==> src/design/oxs_pkg.sv <==
// package for the statistics tlv parser
// shared types and constants; no dependencies
`default_nettype none
package oxs_pkg;
  localparam logic [15:0] ClassBasic = 16'h8002;
  localparam logic [15:0] ClassExp   = 16'hFFFF;
  localparam int QueueDepth = 2;

  // classified byte handed from front to back
  typedef struct packed {
    logic [7:0] data;
    logic       last;
  } byte_req_t;

  // result record
  typedef struct packed {
    logic        status;
    logic [16:0] block_len;
    logic [31:0] dur_secs;
    logic [31:0] dur_nsecs;
    logic [31:0] idle_secs;
    logic [63:0] pkt_total;
    logic [63:0] octet_total;
    logic [31:0] flow_total;
    logic [7:0]  present_mask;
  } result_t;

  function automatic logic [63:0] hdr_of(input logic [6:0] f, input logic [7:0] l);
    hdr_of = {ClassBasic, f, 1'b0, l, 32'h0};
  endfunction
endpackage
`default_nettype wire

==> src/design/oxs_queue.sv <==
// short request queue between front and back
// depends on oxs_pkg
`default_nettype none
module oxs_queue import oxs_pkg::*; #(
  parameter int Depth = QueueDepth
) (
  input  wire logic      clk,
  input  wire logic      rst,
  input  wire logic      wr_valid,
  output logic           wr_ready,
  input  wire byte_req_t wr_data,
  output logic           rd_valid,
  input  wire logic      rd_ready,
  output byte_req_t      rd_data
);
  localparam int AW = (Depth > 1) ? $clog2(Depth) : 1;
  byte_req_t mem [Depth];
  logic [AW-1:0] wptr, rptr;
  logic [AW:0] count;
  logic push, pop;

  assign push = wr_valid && wr_ready;
  assign pop  = rd_valid && rd_ready;
  assign wr_ready = count != (AW+1)'(Depth);
  assign rd_valid = count != '0;
  assign rd_data = mem[rptr];

  // pointers and fill count
  always_ff @(posedge clk) begin
    if (rst) begin
      wptr <= '0;
      rptr <= '0;
      count <= '0;
    end else begin
      if (push) begin
        mem[wptr] <= wr_data;
        wptr <= (wptr == AW'(Depth-1)) ? '0 : wptr + 1'b1;
      end
      if (pop) rptr <= (rptr == AW'(Depth-1)) ? '0 : rptr + 1'b1;
      count <= count + (AW+1)'(push) - (AW+1)'(pop);
    end
  end

  assert property (@(posedge clk) disable iff (rst) count <= (AW+1)'(Depth))
    else $error("queue overfilled");
  assert property (@(posedge clk) disable iff (rst) (count == '0) |-> !rd_valid)
    else $error("empty queue shows data");
  assert property (@(posedge clk) disable iff (rst) push && !pop |=> count == $past(count) + 1'b1)
    else $error("push lost");
endmodule
`default_nettype wire

==> src/design/oxs_back.sv <==
// back end: tlv state machine and result register
// depends on oxs_pkg
`default_nettype none
module oxs_back import oxs_pkg::*; (
  input  wire logic      clk,
  input  wire logic      rst,
  input  wire logic      req_valid,
  output logic           req_ready,
  input  wire byte_req_t req,
  output logic           res_valid,
  input  wire logic      res_ready,
  output result_t        res
);
  typedef enum logic [1:0] {PH_HDR, PH_EHDR, PH_PAY, PH_PAD} phase_t;

  phase_t      phase, phase_next;
  logic [16:0] block_count, block_count_next;
  logic [15:0] declared_len, declared_len_next;
  logic [63:0] entry_header, entry_header_next;
  logic [3:0]  entry_count, entry_count_next;
  logic [7:0]  payload_left, payload_left_next;
  logic [63:0] payload_acc, payload_acc_next;
  logic [31:0] s_sec, s_nsec, s_idle, s_flow;
  logic [63:0] s_pkt, s_byte;
  logic [31:0] s_sec_next, s_nsec_next, s_idle_next, s_flow_next;
  logic [63:0] s_pkt_next, s_byte_next;
  logic [7:0]  mask_reg, mask_next;
  logic        reported, reported_next;
  logic        emit_ok, emit_err;
  logic        take;
  logic [16:0] padded;
  logic [16:0] left;

  // one request per cycle whenever the result slot is free or draining
  assign req_ready = !res_valid || res_ready;
  assign take = req_valid && req_ready;
  assign left = {1'b0, declared_len} - block_count;

  // per-byte step
  always_comb begin
    logic [63:0] h;
    logic [7:0]  len, pl;
    logic        ex, dec;
    phase_next = phase;
    block_count_next = block_count;
    declared_len_next = declared_len;
    entry_header_next = entry_header;
    entry_count_next = entry_count;
    payload_left_next = payload_left;
    payload_acc_next = payload_acc;
    s_sec_next = s_sec; s_nsec_next = s_nsec; s_idle_next = s_idle;
    s_flow_next = s_flow; s_pkt_next = s_pkt; s_byte_next = s_byte;
    mask_next = mask_reg;
    emit_ok = 1'b0;
    emit_err = 1'b0;
    padded = '0;
    h = '0; len = '0; pl = '0; ex = 1'b0; dec = 1'b0;
    if (!reported) begin
      case (phase)
        PH_HDR: begin
          if (block_count >= 17'd2) declared_len_next = {declared_len[7:0], req.data};
          block_count_next = block_count + 1'b1;
          if (block_count_next == 17'd4) begin
            if (declared_len_next < 16'd4) emit_err = 1'b1;
            else phase_next = PH_EHDR;
          end
        end
        PH_EHDR: begin
          if (entry_count == '0 && (left[16] || left < 17'd4)) begin
            emit_err = 1'b1;
          end else begin
            h = (entry_count == '0) ? {56'h0, req.data} : {entry_header[55:0], req.data};
            entry_header_next = h;
            entry_count_next = entry_count + 1'b1;
            block_count_next = block_count + 1'b1;
            if (entry_count_next == 4'd4) begin
              if (h[31:16] == ClassExp) begin
                if (({1'b0, declared_len} - block_count_next) < 17'd4 ||
                    block_count_next > {1'b0, declared_len}) emit_err = 1'b1;
              end else begin
                h = {h[31:0], 32'h0};
                ex = 1'b1;
              end
            end else if (entry_count_next >= 4'd8) begin
              ex = 1'b1;
            end
            // header complete
            if (ex) begin
              len = h[39:32];
              if (h[63:48] == ClassExp && len < 8'd4) emit_err = 1'b1;
              else begin
                pl = (h[63:48] == ClassExp) ? len - 8'd4 : len;
                if ({9'h0, pl} > ({1'b0, declared_len} - block_count_next) ||
                    block_count_next > {1'b0, declared_len}) emit_err = 1'b1;
                else begin
                  entry_header_next = h;
                  entry_count_next = '0;
                  payload_acc_next = '0;
                  if (pl == '0) dec = 1'b1;
                  else begin
                    payload_left_next = pl;
                    phase_next = PH_PAY;
                  end
                end
              end
            end
          end
        end
        PH_PAY: begin
          payload_acc_next = {payload_acc[55:0], req.data};
          block_count_next = block_count + 1'b1;
          if (payload_left != '0) payload_left_next = payload_left - 1'b1;
          if (payload_left_next == '0) begin
            dec = 1'b1;
            phase_next = PH_EHDR;
          end
        end
        default: block_count_next = block_count + 1'b1;
      endcase
      // padded length from the length as it stands after this byte
      padded = ({1'b0, declared_len_next} + 17'd7) & ~17'd7;
      // decode a finished basic entry
      if (dec) begin
        if (entry_header_next == hdr_of(7'd0, 8'd8)) begin
          s_sec_next = payload_acc_next[63:32]; s_nsec_next = payload_acc_next[31:0];
          mask_next[0] = 1'b1;
        end else if (entry_header_next == hdr_of(7'd1, 8'd8)) begin
          s_idle_next = payload_acc_next[63:32]; mask_next[1] = 1'b1;
        end else if (entry_header_next == hdr_of(7'd3, 8'd4)) begin
          s_flow_next = payload_acc_next[31:0]; mask_next[3] = 1'b1;
        end else if (entry_header_next == hdr_of(7'd4, 8'd8)) begin
          s_pkt_next = payload_acc_next; mask_next[4] = 1'b1;
        end else if (entry_header_next == hdr_of(7'd5, 8'd8)) begin
          s_byte_next = payload_acc_next; mask_next[5] = 1'b1;
        end
      end
      // end of entry, block header or padding byte
      if (!emit_err && (dec || (phase == PH_HDR && phase_next == PH_EHDR) ||
                        phase == PH_PAD)) begin
        if (block_count_next >= {1'b0, declared_len_next}) phase_next = PH_PAD;
        if (phase_next == PH_PAD && block_count_next >= padded) emit_ok = 1'b1;
      end
    end
    if (req.last && !reported && !emit_ok) emit_err = 1'b1;
  end

  // state and result register
  always_ff @(posedge clk) begin
    if (rst) begin
      phase <= PH_HDR;
      block_count <= '0;
      declared_len <= '0;
      entry_header <= '0;
      entry_count <= '0;
      payload_left <= '0;
      payload_acc <= '0;
      {s_sec, s_nsec, s_idle, s_flow} <= '1;
      {s_pkt, s_byte} <= '1;
      mask_reg <= '0;
      reported <= 1'b0;
      res_valid <= 1'b0;
    end else begin
      if (take && (emit_ok || emit_err)) res_valid <= 1'b1;
      else if (res_ready) res_valid <= 1'b0;
      if (take) begin
        if (emit_ok || emit_err) begin
          res.status <= emit_err;
          res.block_len <= emit_err ? '0 : padded;
          res.dur_secs <= emit_err ? '1 : s_sec_next;
          res.dur_nsecs <= emit_err ? '1 : s_nsec_next;
          res.idle_secs <= emit_err ? '1 : s_idle_next;
          res.pkt_total <= emit_err ? '1 : s_pkt_next;
          res.octet_total <= emit_err ? '1 : s_byte_next;
          res.flow_total <= emit_err ? '1 : s_flow_next;
          res.present_mask <= emit_err ? '0 : mask_next;
        end
        if (req.last) begin
          phase <= PH_HDR;
          block_count <= '0;
          declared_len <= '0;
          entry_header <= '0;
          entry_count <= '0;
          payload_left <= '0;
          payload_acc <= '0;
          {s_sec, s_nsec, s_idle, s_flow} <= '1;
          {s_pkt, s_byte} <= '1;
          mask_reg <= '0;
          reported <= 1'b0;
        end else begin
          phase <= phase_next;
          block_count <= block_count_next;
          declared_len <= declared_len_next;
          entry_header <= entry_header_next;
          entry_count <= entry_count_next;
          payload_left <= payload_left_next;
          payload_acc <= payload_acc_next;
          s_sec <= s_sec_next; s_nsec <= s_nsec_next; s_idle <= s_idle_next;
          s_flow <= s_flow_next; s_pkt <= s_pkt_next; s_byte <= s_byte_next;
          mask_reg <= mask_next;
          reported <= reported || emit_ok || emit_err;
        end
      end
    end
  end

  assert property (@(posedge clk) disable iff (rst) res_valid && !res_ready |=> res_valid)
    else $error("result dropped");
  assert property (@(posedge clk) disable iff (rst) take && req.last |=> !reported)
    else $error("buffer end did not clear");
  assert property (@(posedge clk) disable iff (rst)
    res_valid && res.status |-> res.present_mask == '0)
    else $error("error result carries mask");
endmodule
`default_nettype wire

==> src/design/oxs_stats_tlv_parser_top.sv <==
// statistics tlv parser top level: request queue and back end
// depends on oxs_pkg, oxs_queue, oxs_back
//
// usage: one byte request per handshake on in_valid/in_ready with in_byte
// and buffer_end. one result per block on out_valid/out_ready: the parse
// status, padded block length, decoded statistics and the present mask.
// throughput: one byte per cycle while the result slot is free or draining,
// set by the byte step of the back end. a byte accepted is written into
// the queue, then read from it by the back end, whose byte step loads the
// result register that drives out_valid.
// reset clears the queue, parser state and result valid flag; the next
// byte starts a block header.
// when the receiver stalls the result waits in its register; the back end
// goes on only while the slot is free or draining, and the queue takes up
// to two more bytes before in_ready falls.
`default_nettype none
module oxs_stats_tlv_parser_top import oxs_pkg::*; #(
  parameter int QDepth = QueueDepth
) (
  input  wire logic        clk,
  input  wire logic        rst,
  input  wire logic        in_valid,
  output logic             in_ready,
  input  wire logic [7:0]  in_byte,
  input  wire logic        buffer_end,
  output logic             out_valid,
  input  wire logic        out_ready,
  output logic             status,
  output logic [16:0]      block_len,
  output logic [31:0]      dur_secs,
  output logic [31:0]      dur_nsecs,
  output logic [31:0]      idle_secs,
  output logic [63:0]      pkt_total,
  output logic [63:0]      octet_total,
  output logic [31:0]      flow_total,
  output logic [7:0]       present_mask
);
  byte_req_t wr, rd;
  logic rd_valid, rd_ready;
  result_t res;

  assign wr.data = in_byte;
  assign wr.last = buffer_end;

  // front: request queue
  oxs_queue #(.Depth(QDepth)) u_queue (
    .clk, .rst, .wr_valid(in_valid), .wr_ready(in_ready), .wr_data(wr),
    .rd_valid, .rd_ready, .rd_data(rd)
  );

  // back: parser
  oxs_back u_back (
    .clk, .rst, .req_valid(rd_valid), .req_ready(rd_ready), .req(rd),
    .res_valid(out_valid), .res_ready(out_ready), .res
  );

  assign status = res.status;
  assign block_len = res.block_len;
  assign dur_secs = res.dur_secs;
  assign dur_nsecs = res.dur_nsecs;
  assign idle_secs = res.idle_secs;
  assign pkt_total = res.pkt_total;
  assign octet_total = res.octet_total;
  assign flow_total = res.flow_total;
  assign present_mask = res.present_mask;
endmodule
`default_nettype wire
==> config.mk <==
export PLATFORM = sky130hd
export DESIGN_NAME = oxs_stats_tlv_parser_top
export DESIGN_NICKNAME = d
export VERILOG_FILES = /design/src/design/oxs_pkg.sv /design/src/design/oxs_queue.sv /design/src/design/oxs_back.sv /design/src/design/oxs_stats_tlv_parser_top.sv
export SDC_FILE = /design/constraint.sdc
export NUM_CORES = 2
export LEC_CHECK = 0
export BUFFER_PORTS_ARGS = -buffer_cell sky130_fd_sc_hd__buf_4
export CAP_MARGIN = 15
export CORE_ASPECT_RATIO = 1.75
export CORE_UTILIZATION = 26
export DETAILED_ROUTE_END_ITERATION = 10
export GPL_TIMING_DRIVEN = 0
export SLEW_MARGIN = 20
export SYNTH_ARGS = -nofsm -noshare
export SYNTH_HDL_FRONTEND = slang
export SYNTH_SLANG_ARGS = --single-unit
==> constraint.sdc <==
create_clock -name clk -period 20.5 [get_ports clk]
set_input_delay 4.1 -clock clk [delete_from_list [all_inputs] [get_ports clk]]
set_output_delay 4.1 -clock clk [all_outputs]
set_load 0.05 [all_outputs]
==> metrics.md <==
| Metric | Value |
|---|---|
| Number of antenna violations at the first check in global routing | `3` |
| Combinational share of power | `21.6%` |
| Number of nets in the layout | `4358` |
| Area grow syn2layout | `20.2%` |
| Combinational family with the most area after synthesis | `compound AO/OA/AOI/OAI gates` |
| Origin of the worst min-delay path | `u_back.mask_reg[0]$_SDFFE_PP0P_` |
| Worst-Skew Late Latency | `0.72 ns` |
| Total of flip-flops plus latches after synthesis | `737` |
| Count of different cell masters after synthesis | `97` |
| Final Hold Fails | `0` |
| Flip-flop count of the largest register after layout | `276` |
| Portion of total power attributed to sequential cells | `40.6%` |
| Setup fix buffers added after clock tree synthesis | `0` |
| Die area | `0.142 mm²` |
| Post-cts gate resize count | `0` |
| Count of flip-flops with a built-in enable after synthesis | `294` |
| Total DRC errors in the routed layout | `0` |
| Type of the worst setup path | `flop to flop` |
| Mean post-synth cell area | `9.43 µm²` |
| Initial standard-cell utilization of the core | `26.2%` |
| Synth area leader | `sky130_fd_sc_hd__dfxtp_1` |
| Maximum frequency from static timing analysis | `98.1 MHz` |
| Final setup violation count | `0` |
| Yosys warning total | `0` |
| P_int | `2.55 mW` |
| TritonCTS clock tree | `built` |
| Crit path launch | `u_back.block_count[7]$_SDFFE_PP0P_` |
| Area after detailed placement | `0.0413 mm²` |
| Arrival time worst endpoint | `10.41 ns` |
| Clock Tree Root | `sky130_fd_sc_hd__clkbuf_16` |
| First-pass GRT wire length | `212000 µm` |
| Synth top area share | `24.3%` |
| Setup repair after global routing missed its margin | `no` |
| Cell types with the highest counts after synthesis | `sky130_fd_sc_hd__nor2_1, sky130_fd_sc_hd__dfxtp_1, sky130_fd_sc_hd__a21oi_1` |
| Kind of path behind the tightest hold check | `flop to flop` |
| Post-route cell area | `0.0439 mm²` |
| Rows | `181` |
| Simple-gate portion of the synthesized area | `16.5%` |
| Routability-driven placement congestion ratio | `0.955` |
| TritonCTS sink count | `737` |
| Clock-pin slew on the worst setup and hold paths | `0.06 ns` |
| Sequential element share of the synthesized area | `48.4%` |
| Width of the die | `285 µm` |
| Clock buffer depth | `3` |
| Post-synthesis share of cell area spent on full adders, half adders and majority gates | `2.90%` |
| Max-capacitance violation count | `0` |
| Pleak | `15.8 nW` |
| Post-synthesis async set-or-reset flop share | `0%` |
| Complex-gate fraction of the synthesized area | `17.4%` |
| Final hold slack | `0.449 ns` |
| Drt via density | `5.35` |
| Number of buffers added by the clock tree synthesis step | `74` |
| Worst max-slew margin expressed relative to the limit | `13.7%` |
| Post-synthesis xor/xnor area fraction | `1.63%` |
| Routed WL | `147000 µm` |
| Total vias in the final route | `32900` |
| Largest register by flop count | `u_back.res` |
| Hold buffers post-CTS | `0` |
| Combined area of all synthesized cells | `0.0365 mm²` |
| Total core area | `0.139 mm²` |
| Power density over the cells | `88.0 mW/mm²` |
| Global-route usage over all layers | `20.0%` |
| Worst IR drop on VDD | `0.0573 mV` |
| Multiplexer area fraction after synthesis | `8.33%` |
| Psw | `1.32 mW` |
| Largest clock skew in the final design | `0.0525 ns` |
| Startpoint of the most critical register-to-register path | `u_back.block_count[7]$_SDFFE_PP0P_` |
| Die Y | `498 µm` |
| Crit end category | `flop` |
| Result of the run | `completed` |
| Boundary pin count | `297` |
| Min Clock Period, post-route | `10.19 ns` |
| Most common cell in the netlist | `sky130_fd_sc_hd__nor2_1` |
| DRT iter0 DRCs | `2956` |
| Critical path peak fanout | `10` |
| Total negative slack for setup checks | `0 ns` |
| Number of global-route vias before repair | `32300` |
| Top flip-flop cell by instance count after synthesis | `sky130_fd_sc_hd__dfxtp_1` |
| PortBufs | `289` |
| Final period util | `49.7%` |
| Sw Ratio | `34.1%` |
| TritonRoute pass-1 iters | `6` |
| WP data required | `20.72 ns` |
| Total count of max-transition violations in the final report | `0` |
| Transition time at the pin with the least slew margin | `1.29 ns` |
| Fraction of layout instances using a drive strength above 1 | `13.3%` |
| Remaining global-route overflow | `0` |
| Part of the total power dissipated in the clock network | `37.8%` |
| Number of levels the H-tree was split into | `3` |
| Critical path launch point type | `flop` |
| Maximum number of pins on one net before global-route repair | `32` |
| Detailed Place HPWL | `114000 µm` |
| Post-route ant nets | `0` |
| Ranking of synthesized cells by area | `sky130_fd_sc_hd__dfxtp_1, sky130_fd_sc_hd__edfxtp_1, sky130_fd_sc_hd__mux2i_1` |
| Wire length per cell after detailed routing | `23.9 µm` |
| Number of cells produced by synthesis | `3876` |
==> final timing paths <==
kind | to | slack, ns | cells after the start
max | u_back.res[101]$_SDFFCE_PP1P_ | 10.31 | 26
min | u_back.mask_reg[0]$_SDFFE_PP0P_ | 0.45 | 2
max reg2reg | u_back.res[101]$_SDFFCE_PP1P_ | 10.31 | 26
min reg2reg | u_back.mask_reg[0]$_SDFFE_PP0P_ | 0.45 | 2
==> per-layer routing <==
layer | routed length, µm | vias up | global-route usage (%)
li1 | - | 15100 | -
met1 | 54300 | 15700 | 21.5
met2 | 72000 | 1588 | 34.9
met3 | 8690 | 519 | 3.30
met4 | 12300 | 0 | 15.3
met5 | 0 | - | 0
==> worst max-delay path, stage by stage (launching register included) <==
cell                        delay [ns]
sky130_fd_sc_hd__dfxtp_1          0.32
sky130_fd_sc_hd__clkbuf_1         0.38
sky130_fd_sc_hd__inv_1            0.20
sky130_fd_sc_hd__ha_1             0.42
sky130_fd_sc_hd__and3_1           0.24
sky130_fd_sc_hd__a21boi_0         0.15
sky130_fd_sc_hd__a41oi_1          0.44
sky130_fd_sc_hd__a21oi_1          0.16
sky130_fd_sc_hd__o221a_2          0.32
sky130_fd_sc_hd__o2111ai_1        0.46
sky130_fd_sc_hd__o21ba_2          0.26
sky130_fd_sc_hd__clkbuf_1         0.51
sky130_fd_sc_hd__nand2b_1         0.19
sky130_fd_sc_hd__clkbuf_1         0.45
sky130_fd_sc_hd__nand4_1          0.38
sky130_fd_sc_hd__nor3_1           0.28
sky130_fd_sc_hd__xnor2_1          0.26
sky130_fd_sc_hd__ha_1             0.39
sky130_fd_sc_hd__nand4_1          0.10
sky130_fd_sc_hd__nor4_1           0.34
sky130_fd_sc_hd__o21ai_0          0.14
sky130_fd_sc_hd__o211ai_1         0.37
sky130_fd_sc_hd__a31oi_1          0.23
sky130_fd_sc_hd__o21ai_4          0.72
sky130_fd_sc_hd__buf_2            0.57
sky130_fd_sc_hd__clkbuf_1         0.67
sky130_fd_sc_hd__o21ai_0          0.69
==> power groups by stage <==
stage          sequential [mW]  clock [mW]  combinational, mW
3_3_place_gp              1.66           0              0.790
6_report                  1.57        1.46              0.837
2_1_floorplan             1.66           0              0.459
4_1_cts                   1.57        1.49              0.821
3_5_place_dp              1.60           0              0.819
5_1_grt                   1.57        1.54              0.883
==> cell type report <==
class | count | area (µm²)
diodes | 2 | 5.00
fillers | 14500 | 95400
repair buffers | 304 | 2450
multi-input cells | 2741 | 17100
well taps | 1830 | 2290
plain buffers | 349 | 1550
flip-flops and latches | 737 | 17700
inverters | 54 | 203
clock buffers | 87 | 1940
clock inverters | 51 | 629
==> kinds of logic after synthesis <==
kind of cell | after synthesis
compound gates | 1048
xor+xnor | 68
other cells | 1
fa+ha+maj | 84
flops | 737
mux | 302
buf+inv | 403
simple gates | 1233
==> cells in the final DEF (no fill, tap or decap), drive strengths merged, types with 19 or more instances in the layout <==
cell type / netlist / routed
o21ai: 317 / 317
nor4: 286 / 286
a21oi: 354 / 354
nand2b: 19 / 19
o21a: 21 / 21
dfxtp: 443 / 443
nor2: 604 / 604
nand3: 34 / 34
clkbuf: 248 / 335
nand4: 31 / 31
a21o: 19 / 19
xnor2: 51 / 51
nor3: 37 / 37
nand2: 125 / 125
a31oi: 48 / 48
a22oi: 121 / 121
ha: 83 / 83
buf: 101 / 405
a22o: 64 / 64
clkinv: 1 / 26
mux2i: 286 / 286
edfxtp: 294 / 294
inv: 53 / 65
==> through the flow <==
stage	utilization, %	setup slack [ns]	total power [mW]	cells
floorplan	-	3.04	2.12	3881
global placement	29.5	-4.12	2.45	6000
detailed placement	29.7	10.66	2.42	6014
CTS	31.5	10.61	3.88	6152
global route	31.5	10.04	3.99	6154
finish	31.5	10.31	3.87	6155
Note: power is estimated with default switching activity, not from simulation.
